==> config.mk <==
export PLATFORM = sky130hd
export DESIGN_NAME = base32_decoder_validator_unit_flat
export DESIGN_NICKNAME = d
export VERILOG_FILES = /design/src/rtl/core/b32dv_pkg.sv /design/src/rtl/core/b32dv_char_if.sv /design/src/rtl/core/b32dv_res_if.sv /design/src/rtl/core/b32dv_cfg_if.sv /design/src/rtl/core/base32_decoder_validator_unit.sv /design/src/flat_wrapper.sv
export SDC_FILE = /design/constraint.sdc
export NUM_CORES = 1
export LEC_CHECK = 0
export BUFFER_PORTS_ARGS = -buffer_cell sky130_fd_sc_hd__buf_2
export CAP_MARGIN = 20
export CORE_MARGIN = 3
export CORE_UTILIZATION = 35
export DETAILED_ROUTE_END_ITERATION = 8
export GPL_TIMING_DRIVEN = 0
export PLACE_DENSITY_LB_ADDON = 0.1
export SLEW_MARGIN = 20
export SYNTH_ARGS = -nofsm -noshare
export SYNTH_HDL_FRONTEND = slang
export SYNTH_SLANG_ARGS = --single-unit
==> constraint.sdc <==
create_clock -name clk -period 4.9 [get_ports clk]
set_input_delay 0.49 -clock clk [delete_from_list [all_inputs] [get_ports clk]]
set_output_delay 0.49 -clock clk [all_outputs]
set_load 0.005 [all_outputs]
==> src/rtl/core/b32dv_pkg.sv <==
package b32dv_pkg;

	localparam logic [7:0]  PAD_CHAR  = 8'h3D;
	localparam logic [15:0] CAP_RESET = 16'hFFFF;
	localparam int unsigned GROUP_BYTES = 5;

	localparam logic [1:0] ERR_NONE = 2'd0;
	localparam logic [1:0] ERR_CHAR = 2'd1;
	localparam logic [1:0] ERR_PAD  = 2'd2;
	localparam logic [1:0] ERR_LEN  = 2'd3;

	typedef struct packed {
		logic        invalid;
		logic [4:0]  value;
	} sym_t;

	typedef struct packed {
		logic [7:0]  data_byte;
		logic        byte_valid;
		logic        done_res;
		logic [1:0]  error_code;
		logic        truncated;
		logic [15:0] byte_count;
		logic [15:0] group_offset;
	} res_word_t;

	function automatic sym_t sym_decode(input logic [7:0] c);
		sym_t s;
		s.invalid = 1'b0;
		s.value   = 5'd0;
		if (c inside {[8'h41:8'h5A]}) begin
			s.value = 5'(c - 8'h41);
		end else if (c inside {[8'h61:8'h7A]}) begin
			s.value = 5'(c - 8'h61);
		end else if (c inside {[8'h32:8'h37]}) begin
			s.value = 5'(c - 8'h32 + 8'd26);
		end else if (c == 8'h30) begin
			s.value = 5'd14;
		end else if (c == 8'h31) begin
			s.value = 5'd11;
		end else if (c == 8'h38) begin
			s.value = 5'd1;
		end else begin
			s.invalid = 1'b1;
		end
		return s;
	endfunction

endpackage

==> src/rtl/core/b32dv_char_if.sv <==
interface b32dv_char_if;
	logic       valid;
	logic       ready;
	logic [7:0] ch;
	logic       last;

	modport source (output valid, output ch, output last, input ready);
	modport sink (input valid, input ch, input last, output ready);
endinterface

==> src/rtl/core/b32dv_res_if.sv <==
interface b32dv_res_if;
	logic        valid;
	logic        ready;
	logic [7:0]  data_byte;
	logic        byte_valid;
	logic        done_res;
	logic [1:0]  error_code;
	logic        truncated;
	logic [15:0] byte_count;
	logic [15:0] group_offset;

	modport source (output valid, output data_byte, output byte_valid, output done_res,
		output error_code, output truncated, output byte_count, output group_offset,
		input ready);
	modport sink (input valid, input data_byte, input byte_valid, input done_res,
		input error_code, input truncated, input byte_count, input group_offset,
		output ready);
endinterface

==> src/rtl/core/b32dv_cfg_if.sv <==
interface b32dv_cfg_if;
	logic        valid;
	logic        ready;
	logic [15:0] out_capacity;

	modport source (output valid, output out_capacity, input ready);
	modport sink (input valid, input out_capacity, output ready);
endinterface

==> src/rtl/core/base32_decoder_validator_unit.sv <==
// channel  | dir | payload                                           | word moves when
// chars    | in  | ch[7:0], last                                     | valid & ready
// results  | out | data_byte, byte_valid, done_res, error_code,      | valid & ready
//          |     | truncated, byte_count, group_offset               |
// cfg      | in  | out_capacity[15:0]                                | valid & ready (always ready)
//
// One character per cycle while the queue has room: an input register feeds
// a single decode step that writes up to two words (decoded byte, then status
// on last) into a 4-word result queue, whose head is the output port. The
// output port moves one word per cycle while results.ready is high, so strings
// with many words per character drain at that rate. Reset clears all stream
// state and sets out_capacity to 65535. The input register holds while the
// queue has fewer than two free slots.
module base32_decoder_validator_unit #(
	parameter int unsigned COUNT_WIDTH = 16
) (
	input logic         clk,
	input logic         arst_n,
	b32dv_char_if.sink  chars,
	b32dv_res_if.source results,
	b32dv_cfg_if.sink   cfg
);

	localparam int unsigned CW    = COUNT_WIDTH;
	localparam int unsigned EW    = ((CW > 16) ? CW : 16) + 1;
	localparam int unsigned XW    = CW + 16;
	localparam int unsigned DEPTH = 4;
	localparam int unsigned PW    = $clog2(DEPTH);
	localparam int unsigned NW    = PW + 1;

	logic [15:0]   cap_q;

	logic          valid_s1;
	logic [7:0]    ch_s1;
	logic          last_s1;

	logic [11:0]   acc_q;
	logic [3:0]    bc_q;
	logic [CW-1:0] idx_q;
	logic [CW-1:0] dc_q;
	logic [CW-1:0] lgs_q;
	logic          pad_q;
	logic [1:0]    err_q;
	logic          full_q;

	b32dv_pkg::res_word_t fifo_q [DEPTH];
	logic [PW-1:0] wr_ptr_q;
	logic [PW-1:0] rd_ptr_q;
	logic [NW-1:0] cnt_q;

	logic          advance;
	logic          pop;
	logic [2:0]    pos;
	b32dv_pkg::sym_t sym;
	logic          room;

	logic [11:0]   acc_n;
	logic [3:0]    bc_n;
	logic [CW-1:0] idx_inc;
	logic [CW-1:0] dc_n;
	logic [CW-1:0] lgs_n;
	logic          pad_n;
	logic [1:0]    err_n;
	logic          full_n;
	logic          emit;
	logic [7:0]    byte_d;
	logic [11:0]   acc_t;
	logic [3:0]    bc_t;
	logic [11:0]   acc_w;
	logic [3:0]    bc_w;
	logic [2:0]    sh;
	logic [XW-1:0] dc_x;
	logic [XW-1:0] lgs_x;

	b32dv_pkg::res_word_t byte_word;
	b32dv_pkg::res_word_t stat_word;
	logic [NW-1:0] n_wr;
	logic [PW-1:0] stat_ptr;

	assign cfg.ready = 1'b1;

	always_ff @(posedge clk or negedge arst_n) begin
		if (!arst_n) begin
			cap_q <= b32dv_pkg::CAP_RESET;
		end else if (cfg.valid) begin
			cap_q <= cfg.out_capacity;
		end
	end

	assign advance     = valid_s1 && (cnt_q <= NW'(DEPTH - 2));
	assign chars.ready = !valid_s1 || advance;
	assign pop         = results.valid && results.ready;

	always_ff @(posedge clk or negedge arst_n) begin
		if (!arst_n) begin
			valid_s1 <= 1'b0;
		end else if (chars.ready) begin
			valid_s1 <= chars.valid;
		end
	end

	always_ff @(posedge clk) begin
		if (chars.valid && chars.ready) begin
			ch_s1   <= chars.ch;
			last_s1 <= chars.last;
		end
	end

	assign pos     = idx_q[2:0];
	assign sym     = b32dv_pkg::sym_decode(ch_s1);
	assign idx_inc = idx_q + 1'b1;
	assign room    = (EW'(dc_q) + EW'(b32dv_pkg::GROUP_BYTES)) <= EW'(cap_q);

	always_comb begin
		acc_n  = acc_q;
		bc_n   = bc_q;
		dc_n   = dc_q;
		lgs_n  = lgs_q;
		pad_n  = pad_q;
		err_n  = err_q;
		full_n = full_q;
		emit   = 1'b0;
		byte_d = '0;
		acc_t  = '0;
		bc_t   = '0;
		acc_w  = '0;
		bc_w   = '0;
		sh     = '0;
		if (err_q == b32dv_pkg::ERR_NONE) begin
			if (pad_q) begin
				if (ch_s1 != b32dv_pkg::PAD_CHAR || pos == 3'd0) begin
					err_n = b32dv_pkg::ERR_PAD;
				end
			end else if (ch_s1 == b32dv_pkg::PAD_CHAR) begin
				if (!(pos inside {3'd2, 3'd4, 3'd5, 3'd7})) begin
					err_n = b32dv_pkg::ERR_PAD;
				end
				pad_n = 1'b1;
				acc_n = '0;
				bc_n  = '0;
			end else if (sym.invalid) begin
				err_n = b32dv_pkg::ERR_CHAR;
			end else if (!full_q) begin
				if (pos == 3'd0 && !room) begin
					full_n = 1'b1;
				end else begin
					acc_t = (pos == 3'd0) ? 12'd0 : acc_q;
					bc_t  = (pos == 3'd0) ? 4'd0 : bc_q;
					if (pos == 3'd0) begin
						lgs_n = idx_q;
					end
					acc_w = {acc_t[6:0], sym.value};
					bc_w  = bc_t + 4'd5;
					if (bc_w >= 4'd8) begin
						emit   = 1'b1;
						sh     = 3'(bc_w - 4'd8);
						byte_d = 8'(acc_w >> sh);
						bc_n   = bc_w - 4'd8;
						acc_n  = acc_w & ((12'd1 << bc_n) - 12'd1);
						dc_n   = dc_q + 1'b1;
					end else begin
						acc_n = acc_w;
						bc_n  = bc_w;
					end
				end
			end
		end
	end

	assign dc_x  = XW'(dc_n);
	assign lgs_x = XW'(lgs_n);

	always_comb begin
		byte_word            = '0;
		byte_word.data_byte  = byte_d;
		byte_word.byte_valid = 1'b1;
		stat_word              = '0;
		stat_word.done_res     = 1'b1;
		stat_word.error_code   = (idx_inc[2:0] != 3'd0) ? b32dv_pkg::ERR_LEN : err_n;
		stat_word.truncated    = full_n;
		stat_word.byte_count   = dc_x[15:0];
		stat_word.group_offset = lgs_x[15:0];
	end

	assign n_wr     = advance ? (NW'(emit) + NW'(last_s1)) : '0;
	assign stat_ptr = wr_ptr_q + PW'(emit);

	always_ff @(posedge clk or negedge arst_n) begin
		if (!arst_n) begin
			acc_q  <= '0;
			bc_q   <= '0;
			idx_q  <= '0;
			dc_q   <= '0;
			lgs_q  <= '0;
			pad_q  <= 1'b0;
			err_q  <= b32dv_pkg::ERR_NONE;
			full_q <= 1'b0;
		end else if (advance) begin
			if (last_s1) begin
				acc_q  <= '0;
				bc_q   <= '0;
				idx_q  <= '0;
				dc_q   <= '0;
				lgs_q  <= '0;
				pad_q  <= 1'b0;
				err_q  <= b32dv_pkg::ERR_NONE;
				full_q <= 1'b0;
			end else begin
				acc_q  <= acc_n;
				bc_q   <= bc_n;
				idx_q  <= idx_inc;
				dc_q   <= dc_n;
				lgs_q  <= lgs_n;
				pad_q  <= pad_n;
				err_q  <= err_n;
				full_q <= full_n;
			end
		end
	end

	always_ff @(posedge clk) begin
		if (advance && emit) begin
			fifo_q[wr_ptr_q] <= byte_word;
		end
		if (advance && last_s1) begin
			fifo_q[stat_ptr] <= stat_word;
		end
	end

	always_ff @(posedge clk or negedge arst_n) begin
		if (!arst_n) begin
			wr_ptr_q <= '0;
			rd_ptr_q <= '0;
			cnt_q    <= '0;
		end else begin
			wr_ptr_q <= wr_ptr_q + PW'(n_wr);
			rd_ptr_q <= rd_ptr_q + PW'(pop);
			cnt_q    <= cnt_q + n_wr - NW'(pop);
		end
	end

	assign results.valid        = (cnt_q != '0);
	assign results.data_byte    = fifo_q[rd_ptr_q].data_byte;
	assign results.byte_valid   = fifo_q[rd_ptr_q].byte_valid;
	assign results.done_res     = fifo_q[rd_ptr_q].done_res;
	assign results.error_code   = fifo_q[rd_ptr_q].error_code;
	assign results.truncated    = fifo_q[rd_ptr_q].truncated;
	assign results.byte_count   = fifo_q[rd_ptr_q].byte_count;
	assign results.group_offset = fifo_q[rd_ptr_q].group_offset;

	assert property (@(posedge clk) disable iff (!arst_n) cnt_q <= NW'(DEPTH))
		else $error("result queue overflow");

	assert property (@(posedge clk) disable iff (!arst_n) bc_q < 4'd8)
		else $error("bit count holds a whole byte");

	assert property (@(posedge clk) disable iff (!arst_n)
		advance && emit |-> err_q == b32dv_pkg::ERR_NONE && !pad_q && !full_q)
		else $error("byte emitted after decoding ended");

	assert property (@(posedge clk) disable iff (!arst_n)
		advance && last_s1 |=> idx_q == '0 && dc_q == '0 && err_q == b32dv_pkg::ERR_NONE
			&& !pad_q && !full_q)
		else $error("stream state not cleared after last character");

	assert property (@(posedge clk) disable iff (!arst_n)
		advance && !last_s1 |=> idx_q == $past(idx_inc))
		else $error("character index did not advance");

endmodule
==> src/flat_wrapper.sv <==
// flat-port wrapper written by rule: the top's interface ports become plain ports
module base32_decoder_validator_unit_flat 
#(
	parameter int unsigned COUNT_WIDTH = 16
)
  (clk, arst_n, chars_valid, chars_ch, chars_last, chars_ready, results_valid, results_data_byte, results_byte_valid, results_done_res, results_error_code, results_truncated, results_byte_count, results_group_offset, results_ready, cfg_valid, cfg_out_capacity, cfg_ready);
  b32dv_char_if chars_i ();
  b32dv_res_if results_i ();
  b32dv_cfg_if cfg_i ();
  input logic clk;
  input logic arst_n;
  input wire logic [$bits(chars_i.valid)-1:0] chars_valid;
  input wire logic [$bits(chars_i.ch)-1:0] chars_ch;
  input wire logic [$bits(chars_i.last)-1:0] chars_last;
  output wire logic [$bits(chars_i.ready)-1:0] chars_ready;
  output wire logic [$bits(results_i.valid)-1:0] results_valid;
  output wire logic [$bits(results_i.data_byte)-1:0] results_data_byte;
  output wire logic [$bits(results_i.byte_valid)-1:0] results_byte_valid;
  output wire logic [$bits(results_i.done_res)-1:0] results_done_res;
  output wire logic [$bits(results_i.error_code)-1:0] results_error_code;
  output wire logic [$bits(results_i.truncated)-1:0] results_truncated;
  output wire logic [$bits(results_i.byte_count)-1:0] results_byte_count;
  output wire logic [$bits(results_i.group_offset)-1:0] results_group_offset;
  input wire logic [$bits(results_i.ready)-1:0] results_ready;
  input wire logic [$bits(cfg_i.valid)-1:0] cfg_valid;
  input wire logic [$bits(cfg_i.out_capacity)-1:0] cfg_out_capacity;
  output wire logic [$bits(cfg_i.ready)-1:0] cfg_ready;
  assign chars_i.valid = chars_valid;
  assign chars_i.ch = chars_ch;
  assign chars_i.last = chars_last;
  assign chars_ready = chars_i.ready;
  assign results_valid = results_i.valid;
  assign results_data_byte = results_i.data_byte;
  assign results_byte_valid = results_i.byte_valid;
  assign results_done_res = results_i.done_res;
  assign results_error_code = results_i.error_code;
  assign results_truncated = results_i.truncated;
  assign results_byte_count = results_i.byte_count;
  assign results_group_offset = results_i.group_offset;
  assign results_i.ready = results_ready;
  assign cfg_i.valid = cfg_valid;
  assign cfg_i.out_capacity = cfg_out_capacity;
  assign cfg_ready = cfg_i.ready;
  base32_decoder_validator_unit #(.COUNT_WIDTH(COUNT_WIDTH)) u_core (.clk(clk), .arst_n(arst_n), .chars(chars_i), .results(results_i), .cfg(cfg_i));
endmodule
# After elaboration in Yosys (flattened, before gate mapping)
# Memory sizes are Yosys's and may differ from the RTL's.
# Index checks and enable logic that the tools add are counted.
[word_totals]
input_bits = 30
ram_bits = 180
ff_bits = 96
mem_count = 1
output_inout_bits = 48
[op_classes]
n_mux = 85
add_sub_neg = 16
shifts = 2
bitwise_logic = 1
n_lt_le_gt_ge = 9
n_reduce_logical = 21
n_eq_ne = 13
[memory_table]
columns = ["name", "words", "word_bits", "rd", "rd_ports_with_merged_regs", "write_ports", "line_no", "source"]
rows = [
  ["u_core.fifo_q", 4, 45, 1, 0, 2, "base32_decoder_validator_unit.sv:46", "b32dv_pkg::res_word_t fifo_q [DEPTH];"],
]
[op_table]
columns = ["op", "count"]
rows = [
  ["16-bit 2-to-1 mux", 17],
  ["7-bit 2-to-1 mux", 9],
  ["8-bit 2-to-1 mux", 7],
  ["4-bit 2-to-1 mux", 9],
  ["16-bit by 1-bit adder with 16-bit output (second input constant)", 2],
  ["8-bit by 6-bit equality test with 1-bit output (second input constant)", 4],
  ["1-bit 2-to-1 mux", 29],
  ["5-bit 2-to-1 mux", 5],
  ["16-bit by 3-bit adder with 17-bit output (second input constant)", 1],
  ["17-bit by 16-bit less-or-equal comparator with 1-bit output", 1],
  ["8-bit by 7-bit greater-or-equal comparator with 1-bit output (second input constant)", 2],
  ["8-bit by 7-bit less-or-equal comparator with 1-bit output (second input constant)", 2],
  ["2-bit 2-to-1 mux", 8],
  ["12-bit by 3-bit >> shifter with 8-bit output", 1],
  ["5-bit by 1-bit subtractor with 5-bit output (second input constant)", 2],
  ["3-bit equality test (second input constant)", 3],
  ["1-bit logical AND", 9],
  ["8-bit by 6-bit greater-or-equal comparator with 1-bit output (second input constant)", 1],
  ["8-bit by 6-bit less-or-equal comparator with 1-bit output (second input constant)", 1],
  ["8-bit by 6-bit inequality test with 1-bit output (second input constant)", 1],
  ["7-bit bitwise AND", 1],
  ["1-bit by 4-bit << shifter with 7-bit output (first input constant)", 1],
  ["7-bit by 1-bit subtractor with 7-bit output (second input constant)", 1],
  ["3-bit by 2-bit inequality test with 1-bit output (second input constant)", 2],
  ["other kinds (24)", 28],
]

# Longest topological paths before layout
# Gate-level depths: netlist of run 1.
[logic_depth]
word_depth = 16
depth_mapped = 17
mapped_depth_nobuf = 14

# Worst setup path before layout of run 1
# No wires, ideal clock.
[synth_path]
path_kind = "register -> register"
from = "register u_core.ch_s1[1]"
to = "memory u_core.fifo_q[0][0] (netlist bit) (enable)"
path_stages_with_launch = 15
slack_ps = 767
path_buffers = 3
t_required_ps = 4402
arrival_time_ps = 3635
cell_sequence = "edfxtp_1 -> inv_1 -> ha_1 -> or3b_1 -> nor3_2 -> o32a_1 -> or2_1 -> inv_2 -> buf_2 -> ha_1 -> clkbuf_1 -> nor2_1 -> nand2_1 -> clkbuf_1 -> nand2_1"
[synth_rtl]
columns = ["element", "line_no", "source"]
rows = [
  ["start: declaration", "base32_decoder_validator_unit.sv:34", "logic [7:0] ch_s1;"],
  ["start signal: assignment", "base32_decoder_validator_unit.sv:104", "ch_s1 <= chars.ch;"],
  ["end: declaration", "base32_decoder_validator_unit.sv:46", ""],
]

==> results.ini, run 1 <==
[routing]
drc_errors = 0
wire_per_inst_um = 19.40
dr_total_vias = 9924
first_pass_iters = 4
vias_per_cell = 5.166
wl_met3_um = 1570
dr.first_iter.drc_count = 487
ant_nets = 0
highest_layer = met4
wl_met1_um = 17260
route.met2.wl_um = 17580
totalWireLength_um = 37260

[critical_path]
crit_fanout = 23
path_common_cell = ha_1
path_cells = inv_1 -> ha_1 -> or3b_1 -> nor3_4 -> o32a_1 -> or2_1 -> inv_2 -> buf_2 -> ha_1 -> clkbuf_1 -> nand3_1 -> clkbuf_2 -> nand2_4 -> buf_12
r2r_setup_slack_ns = 0.21
critPathSlowestCell = edfxtp_1
required_ns = 5.12
arrival_ns = 4.91
crit_cells = 14
cp.buffers_inverters = 6
path_class = reg2reg
r2r_end = u_core.fifo_q[3][12]
cp-start-kind = flip-flop
cp-end-kind = flip-flop
crit_path_end = u_core.fifo_q[3][12]
cpPeakStageDelay_ns = 0.49
crit-reg2reg-launch = u_core.ch_s1[0]
reg2regPathDepth = 14
critPathLaunch = u_core.ch_s1[0]
crit_family = simple AND/OR/NAND/NOR gates

[logic_synthesis]
synth_edf_count = 149
synth_compound_area_frac = 0.08856
avgSynthCellArea_um2 = 11.12
synth_fa_ha_area_frac = 0.03628
synthArstFlopShare = 0.3152
yosys_warnings = 0
synth.ff_latch_count = 276
synthCells = 1259
yosys.cell_types.count = 79
synth-simple-area-share = 0.1584
synth_area_mm2 = 0.01400
yosysSeqAreaShare = 0.5337
synth_top_family_by_area = simple AND/OR/NAND/NOR gates
syn-num-nets = 1329
synthFlopType = edfxtp_1
synthMuxAreaShare = 0.1126
synth-xor-area-share = 0.03378

[placement]
placed_area_mm2 = 0.01515
portBuffers = 76
place_inst = 1858
gp_congestion = 0.8240
place_ws_ns = -0.1974
hpwlAfterDp_um = 26100

[final_layout]
layout_commonest_cell = nor2_1
syn2layout_area_growth_pct = 16.45
layout-drive-gt1-share = 0.1924
stdcell_count = 1921
final_util = 0.4170
antenna_cells = 0
final_cell_mix = 207 x nor2_1, 149 x edfxtp_1, 139 x nand2_1
fin_nets = 1447
post-route-cell-area_mm2 = 0.01630

[worst_hold_path]
hp-class = in2reg

[clocking]
insertion_delay_ns = 0.54
cts-root-buf = clkbuf_16
cts_buffers = 34
path_clk_slew_ns = 0.05
cts_sinks = 276
cts_tree = done
clock_path_buffers = 3
htree_num_levels = 2
post-cts-setup-buffer-count = 0

[pwr]
p_leak_nw = 5.977
total_power_mw = 8.198
peakVddDrop_v = 0.0002729
power_density_mw_per_mm2 = 502.8

[sta]
rsz0062_at_grt = true
relSlewSlack = 0.3325
clock_skew_ns = 0.01586
layout_min_cycle_time_ns = 4.693
setup_viol = 0
hold_ws_ns = 0.1360
drv_slew = 0
fmax_ghz = 0.2131
hold_viol_final = 0
finalCritPeriodShare = 0.9579
worst_slack_ns = 0.2065
worst_pin_slew_ns = 0.9921
fin_tns_setup_ns = 0

[grt]
antenna_found_initial = 0
grt_pass1_vias = 10050
grt_max_degree = 70
grt_pass1_wl_um = 58910
track_usage = 0.1798
overflow = 0

[floorplan]
core_area_mm2 = 0.03910
die_h_um = 206.0
num_rows = 72
die-area_mm2 = 0.04244
die_x_um = 206.0
initial_utilization = 0.3581
io_pins = 78

[status]
status = finished, final reports clean

[job]
maxCapViolCount = 0

## cells in the mapped netlist (7+ instances only)
| master | count | area share |
|---|---|---|
| dfrtp_1 | 71 | 0.13 |
| nor3_1 | 16 | 0.0057 |
| a21oi_1 | 43 | 0.015 |
| clkbuf_1 | 57 | 0.015 |
| nand4_1 | 16 | 0.0071 |
| o22ai_1 | 10 | 0.0045 |
| inv_1 | 34 | 0.0091 |
| a31oi_1 | 8 | 0.0036 |
| buf_1 | 7 | 0.0019 |
| o21ai_1 | 12 | 0.0043 |
| dfstp_2 | 16 | 0.030 |
| nor2_1 | 207 | 0.055 |
| o31ai_1 | 10 | 0.0054 |
| mux2i_1 | 9 | 0.0064 |
| a22oi_1 | 15 | 0.0080 |
| and2_1 | 7 | 0.0031 |
| buf_2 | 17 | 0.0061 |
| o21ai_0 | 55 | 0.020 |
| ha_1 | 39 | 0.035 |
| mux2i_4 | 13 | 0.021 |
| nand3_1 | 29 | 0.010 |
| xor2_1 | 33 | 0.021 |
| nor2b_1 | 7 | 0.0031 |
| mux4_2 | 45 | 0.072 |
| xnor2_1 | 21 | 0.013 |
| dfxtp_1 | 40 | 0.057 |
| and3_1 | 9 | 0.0040 |
| nand2_1 | 144 | 0.039 |
| mux2_2 | 16 | 0.013 |
| edfxtp_1 | 149 | 0.32 |
## worst reg2reg max path, cell delays in order, from the launching register on
cell and delay (ns):
edfxtp_1 0.49, inv_1 0.17, ha_1 0.19, or3b_1 0.44, nor3_4 0.29, o32a_1 0.33
or2_1 0.26, inv_2 0.10, buf_2 0.21, ha_1 0.30, clkbuf_1 0.22, nand3_1 0.42
clkbuf_2 0.40, nand2_4 0.29, buf_12 0.23
## cells by family (layout without fill, tap and decap cells)
logic type / after synthesis / in the layout
adders and majority gates: 40 / 40
muxes: 83 / 83
other: 1 / 1
and+or+nand+nor: 486 / 486
AOI/OAI and AO/OA: 198 / 198
DFF: 276 / 276
xor gates and xnor gates: 54 / 54
buffers and inverters: 121 / 265
## state kept, by name (all words and copies together), names as in the netlist, 3 cells and up
name           flops
u_core.fifo_q    180
u_core.cap_q      16
u_core.dc_q       16
u_core.idx_q      16
u_core.lgs_q      16
u_core.ch_s1       8
u_core.acc_q       7
u_core.bc_q        4
u_core.cnt_q       3
## what timing repair did
| action | CTS | global route |
|---|---|---|
| endpoints found under the setup margin | 102 | 122 |
| hold endpoints to repair | 8 | 0 |
| hold buffers | 1 | 0 |
| resized for setup | 5 | 8 |
## per-layer routing
metal / global-route usage / up-vias
met4: 0.05212 / 0
met5: 0 / -
met2: 0.2937 / 215
met3: 0.02945 / 56
met1: 0.2481 / 4885
li1: - / 4768
## worst min path at each step
stage	depth (start not counted)	from	end	slack, ns
floorplan	0	arst_n	u_core.acc_q[0]	0.19
global placement	2	u_core.fifo_q[2][35]	u_core.fifo_q[2][35]	0.43
detailed placement	1	arst_n	u_core.dc_q[15]	0.35
CTS	1	chars_ch[4]	u_core.ch_s1[4]	0.10
global route	1	chars_ch[5]	u_core.ch_s1[5]	0.11
finish	1	chars_ch[4]	u_core.ch_s1[4]	0.14
## area by class of cell
cell class,count,area (um2)
Fill cell,3811,22790
Sequential cell,276,7472
Clock inverter,8,56.30
Tap cell,518,648.1
Clock buffer,54,1039
Multi-Input combinational cell,862,6070
Timing Repair Buffer,82,504.2
Buffer,85,380.4
Inverter,36,135.1
## report_power, final
group | internal (mW) | switching [mW] | leakage (nW)
Combinational | 1.05 | 1.73 | 2.63
Clock | 1.46 | 0.983 | 0.540
Sequential | 2.80 | 0.176 | 2.80
Note: power is estimated with default switching activity, not from simulation.
==> inputs of run 2 (changes only) <==
Settings changed: CELL_PAD_IN_SITES_DETAIL_PLACEMENT from default to 1, CELL_PAD_IN_SITES_GLOBAL_PLACEMENT from default to 2, MAX_ROUTING_LAYER from default to met4.
==> run 2 against run 1 <==
Against the previous run:
- register-to-register slack better by 0.098 ns
- final area increased by 0.32%
- combinational power is 2% higher
- setup slack better by 0.098 ns
- power up 1.6%
- non-clock buffer count is the same
- sequential share of layout area fell by 0.15 points
- sequential cell count unchanged
- critical path type unchanged
- routed wire length rose by 8.6%
- highest routed layer unchanged
- fmax increased by 2.1%
- die area did not move
==> results.ini, run 2 (synthesis gave the netlist of run 1 again) <==
[sta]
rsz0062_at_grt = false
finalCritPeriodShare = 0.9378  ; -0.02004
hold_ws_ns = 0.1270  ; -0.009009 ns
worst_pin_slew_ns = 0.9883  ; -0.003744 ns
setup_viol = 0  ; unchanged
layout_min_cycle_time_ns = 4.595  ; -0.09819 ns
relSlewSlack = 0.3394  ; +0.006872
drv_slew = 0  ; unchanged
hold_viol_final = 0  ; unchanged
fmax_ghz = 0.2176  ; +2.1%
clock_skew_ns = 0.01755  ; +0.001696 ns
fin_tns_setup_ns = 0  ; unchanged

[grt]
antenna_found_initial = 0  ; unchanged
grt_pass1_vias = 10540  ; +4.8%
overflow = 0  ; unchanged
track_usage = 0.2015  ; +0.02168
grt_pass1_wl_um = 63490  ; +7.8%
grt_max_degree = 52  ; -26%

[critical_path]
path_class = reg2reg
cp-start-kind = flip-flop
arrival_ns = 4.84  ; -0.07 ns
crit_fanout = 24  ; +4.3%
required_ns = 5.14  ; +0.02 ns
cp-end-kind = flip-flop

[final_layout]
antenna_cells = 0  ; unchanged
largest_reg_flops = 180  ; unchanged
final_cell_mix = 207 x nor2_1, 149 x edfxtp_1, 140 x nand2_1
top_register = u_core.fifo_q
layout-drive-gt1-share = 0.1947  ; +0.002277
stdcell_count = 1920  ; -0.052%
fin_nets = 1447  ; unchanged
post-route-cell-area_mm2 = 0.01636  ; +0.32%
layout_commonest_cell = nor2_1
syn2layout_area_growth_pct = 16.83

[routing]
dr_total_vias = 9988  ; +0.64%
drc_errors = 0  ; unchanged
vias_per_cell = 5.202  ; +0.70%
dr.first_iter.drc_count = 456  ; -6.4%
ant_nets = 0  ; unchanged
totalWireLength_um = 40470  ; +8.6%
wire_per_inst_um = 21.08  ; +8.7%
first_pass_iters = 5  ; +1

[clocking]
post-cts-setup-buffer-count = 0  ; unchanged
clock_path_buffers = 3  ; unchanged
cts_tree = done
insertion_delay_ns = 0.54  ; about the same
cts_sinks = 276  ; unchanged
cts_buffers = 34  ; unchanged
path_clk_slew_ns = 0.06  ; about the same
htree_num_levels = 2  ; unchanged
cts-root-buf = clkbuf_16

[floorplan]
core_area_mm2 = 0.03910  ; unchanged
initial_utilization = 0.3581  ; unchanged
die_h_um = 206.0  ; unchanged
io_pins = 78  ; unchanged
num_rows = 72  ; unchanged
die_x_um = 206.0  ; unchanged
die-area_mm2 = 0.04244  ; unchanged

[pwr]
total_power_mw = 8.329  ; +1.6%
power_density_mw_per_mm2 = 509.2  ; +1.3%
p_leak_nw = 6.000  ; +0.38%
peakVddDrop_v = 0.0002891  ; +5.9%

[status]
status = finished, final reports clean

[placement]
placed_area_mm2 = 0.01517  ; about the same
portBuffers = 76  ; unchanged
place_inst = 1858  ; unchanged
gp_congestion = 0.7642  ; -7.3%
hpwlAfterDp_um = 28850  ; +11%

[job]
maxCapViolCount = 0  ; unchanged

[worst_hold_path]
hp-class = in2reg

run 2: report_power, final:
part	switching [mW]	internal [mW]
Clock	1.03	1.48
Sequential	0.186	2.80
Combinational	1.78	1.06
Total	2.99	5.34
run 2: routing by layer:
metal  part of all wire  wire, um  up-vias  global-route usage
li1                   -         -     4764                   -
met1               0.47     18860     5038              0.2671
met2               0.48     19610      143              0.3281
met4              0.017       680        0             0.04291
met3              0.032      1315       43             0.03449
met5                  0         0        -                   -
run 2: path summary, 6_finish.rpt:
| kind | from | slack [ns] | end | cells after the start |
|---|---|---|---|---|
| worst max-delay path | u_core.ch_s1[0] | 0.30 | u_core.fifo_q[1][11] | 14 |
| worst min-delay path | chars_last | 0.13 | u_core.last_s1 | 1 |
| worst max register to register | u_core.ch_s1[0] | 0.30 | u_core.fifo_q[1][11] | 14 |
| worst min register to register | u_core.fifo_q[1][35] | 0.45 | u_core.fifo_q[1][35] | 2 |
| max in group asynchronous | arst_n | 3.85 | u_core.cap_q[15] | 3 |
| min in group asynchronous | arst_n | 0.45 | u_core.cnt_q[2] | 2 |
run 2: what timing repair did:
| item | 4_1_cts | 5_1_grt |
|---|---|---|
| endpoints found under the setup margin | 119 | 98 |
| hold buffers | 1 | 0 |
| endpoints found under the hold margin | 24 | 0 |
| resized for setup | 8 | 17 |
run 2: layout make-up:
type                       count  area (um2)
fill                        4287       22740
sequential                   276        7472
multi-input combinational    862        6103
clock buffer                  47       950.9
tap                          518       648.1
timing repair buffer          82       519.2
buffer                        85       387.9
clock inverter                14       140.1
inverter                      36       135.1
run 2: stage by stage:
stage	utilization	worst slack, ns
floorplan	-	0.7673
global placement	0.3844	-1.247
detailed placement	0.3880	-0.4656
CTS	0.4168	0.04729
global route	0.4184	0.003513
finish	0.4184	0.3047
run 2: worst max-delay path, stage by stage (launching register included):
cell and delay (ns):
edfxtp_1 0.47, inv_1 0.13, ha_1 0.24, or4_1 0.55
o221ai_2 0.24, o32a_1 0.29, or2_1 0.29, inv_2 0.11
buf_2 0.22, ha_1 0.25, xnor2_1 0.33, nand3_2 0.30
clkbuf_2 0.34, nand2_4 0.27, buf_12 0.23
==> inputs of run 3 (changes only) <==
Settings changed: ABC_CLOCK_PERIOD_IN_PS from default to 5800, TNS_END_PERCENT from default to 5.
Clock period 4.9 ns to 5.8 ns, I/O delays scaled along.
==> run 3 against run 2 <==
Against the previous run:
- fmax down 13%
- utilization fell by 0.22 points
- non-clock buffer count did not move
- combinational power is 17% lower
- die area is the same
- sequential power fell by 16%
- critical path depth up 1
==> results.ini, run 3 (synthesis gave the netlist of run 1 again) <==
[sta]
clock_skew_ns = 0.01921  ; +0.001658 ns
hold_ws_ns = 0.2173  ; +0.09028 ns
worst_pin_slew_ns = 0.9940  ; +0.005687 ns
drv_slew = 0  ; unchanged
rsz0062_at_grt = false
fmax_ghz = 0.1885  ; -13%
relSlewSlack = 0.3356  ; -0.003802
setup_viol = 0  ; unchanged
hold_viol_final = 0  ; unchanged
fin_tns_setup_ns = 0  ; unchanged
layout_min_cycle_time_ns = 5.305  ; +0.7099 ns
finalCritPeriodShare = 0.9147  ; -0.02313

[job]
maxCapViolCount = 0  ; unchanged

[critical_path]
critPathSlowestCell = nand2_2
cp-start-kind = flip-flop
cp-end-kind = flip-flop
arrival_ns = 5.60  ; +0.76 ns
cpPeakStageDelay_ns = 0.59  ; +0.04 ns
crit_fanout = 18  ; -25%
cp.buffers_inverters = 6  ; +1
crit_family = simple AND/OR/NAND/NOR gates
path_cells = inv_1 -> ha_1 -> or3b_1 -> nor3_2 -> o32a_1 -> or2_1 -> inv_2 -> buf_2 -> ha_1 -> clkbuf_1 -> nor2_1 -> nand2_1 -> clkbuf_1 -> nand2_2 -> buf_16
path_class = reg2reg
required_ns = 6.09  ; +0.95 ns

[final_layout]
largest_reg_flops = 180  ; unchanged
syn2layout_area_growth_pct = 16.20
stdcell_count = 1920  ; unchanged
post-route-cell-area_mm2 = 0.01627  ; -0.53%
layout_commonest_cell = nor2_1
layout-drive-gt1-share = 0.1876  ; -0.007133
fin_nets = 1447  ; unchanged
final_cell_mix = 207 x nor2_1, 149 x edfxtp_1, 140 x nand2_1
final_util = 0.4161  ; -0.002240
fillers = 4289  ; +0.047%
antenna_cells = 0  ; unchanged
top_register = u_core.fifo_q

[pwr]
power.switching_mw = 2.516  ; -16%
p_comb_frac = 0.338  ; -0.003
power_density_mw_per_mm2 = 431.1  ; -15%
p_int_mw = 4.497  ; -16%
peakVddDrop_v = 0.0002447  ; -15%
seqPwrFrac = 0.360  ; +0.002
p_leak_nw = 5.967  ; -0.55%
clockPowerShare = 0.302  ; about the same
sw_frac_of_total = 0.3587  ; -0.0005347

[clocking]
clock_path_buffers = 3  ; unchanged
cts-root-buf = clkbuf_16
post-cts-setup-buffer-count = 0  ; unchanged
cts_tree = done
cts_sinks = 276  ; unchanged
cts_buffers = 34  ; unchanged
htree_num_levels = 2  ; unchanged
path_clk_slew_ns = 0.06  ; about the same
insertion_delay_ns = 0.55  ; about the same

[routing]
vias_per_cell = 5.204  ; about the same
wire_per_inst_um = 21.08  ; about the same
ant_nets = 0  ; unchanged
drc_errors = 0  ; unchanged
first_pass_iters = 5  ; unchanged
dr.first_iter.drc_count = 470  ; +3.1%
dr_total_vias = 9991  ; +0.030%
totalWireLength_um = 40460  ; about the same

[grt]
overflow = 0  ; unchanged
track_usage = 0.2015  ; unchanged
grt_pass1_vias = 10540  ; unchanged
antenna_found_initial = 0  ; unchanged
grt_max_degree = 52  ; unchanged
grt_pass1_wl_um = 63490  ; unchanged

[worst_hold_path]
hp-class = in2reg

[floorplan]
core_area_mm2 = 0.03910  ; unchanged
num_rows = 72  ; unchanged
die_h_um = 206.0  ; unchanged
die-area_mm2 = 0.04244  ; unchanged
die_x_um = 206.0  ; unchanged
initial_utilization = 0.3581  ; unchanged
io_pins = 78  ; unchanged

[placement]
placed_area_mm2 = 0.01517  ; unchanged
portBuffers = 76  ; unchanged
hpwlAfterDp_um = 28850  ; unchanged
place_inst = 1858  ; unchanged
gp_congestion = 0.7642  ; unchanged

[status]
status = finished, final reports clean

run 3: routing by layer:
| layer | GRT usage | part of all wire | wire length [um] | up-vias |
|---|---|---|---|---|
| li1 | - | - | - | 4765 |
| met2 | 0.3281 | 0.48 | 19620 | 166 |
| met4 | 0.04291 | 0.017 | 707 | 0 |
| met3 | 0.03449 | 0.035 | 1436 | 45 |
| met1 | 0.2671 | 0.46 | 18710 | 5015 |
| met5 | - | 0 | 0 | - |
run 3: layout make-up:
cell class / count / area (um2) / area share
flip-flops and latches: 276 / 7472 / 0.4593
clock buffers: 47 / 950.9 / 0.05845
clock inverters: 14 / 140.1 / 0.008613
repair buffers: 82 / 519.2 / 0.03192
well taps: 518 / 648.1 / 0.03984
multi-input cells: 862 / 6028 / 0.3705
plain buffers: 85 / 375.4 / 0.02307
inverters: 36 / 135.1 / 0.008306
run 3: stage by stage:
stage	worst slack, ns	total power [mW]
after CTS	0.4001	7.142
after detailed placement	0.4344	4.983
final	0.4948	7.013
after floorplan	1.667	4.059
after global routing	0.1631	7.461
after global placement	-0.3467	4.923
run 3: final timing paths:
kind / from / endpoint / slack, ns / depth (start not counted)
max reg2reg: u_core.ch_s1[1] / u_core.fifo_q[2][11] / 0.49 / 15
min reg2reg: u_core.fifo_q[0][35] / u_core.fifo_q[0][35] / 0.45 / 2
min in group asynchronous: arst_n / u_core.cnt_q[2] / 0.54 / 2
max in group asynchronous: arst_n / u_core.cap_q[15] / 4.66 / 3
max: u_core.ch_s1[1] / u_core.fifo_q[2][11] / 0.49 / 15
min: chars_last / u_core.last_s1 / 0.22 / 1
run 3: timing repair:
item	4_1_cts	5_1_grt
gates resized for setup	0	0
hold buffers	1	0
endpoints found under the hold margin	24	0
run 3: power groups by stage:
stage	sequential [mW]	combinational, mW	clock (mW)
after floorplan	2.51	1.55	0
after CTS	2.52	2.43	2.18
after detailed placement	2.56	2.42	0
after global routing	2.55	2.64	2.26
final	2.52	2.37	2.12
after global placement	2.56	2.37	0
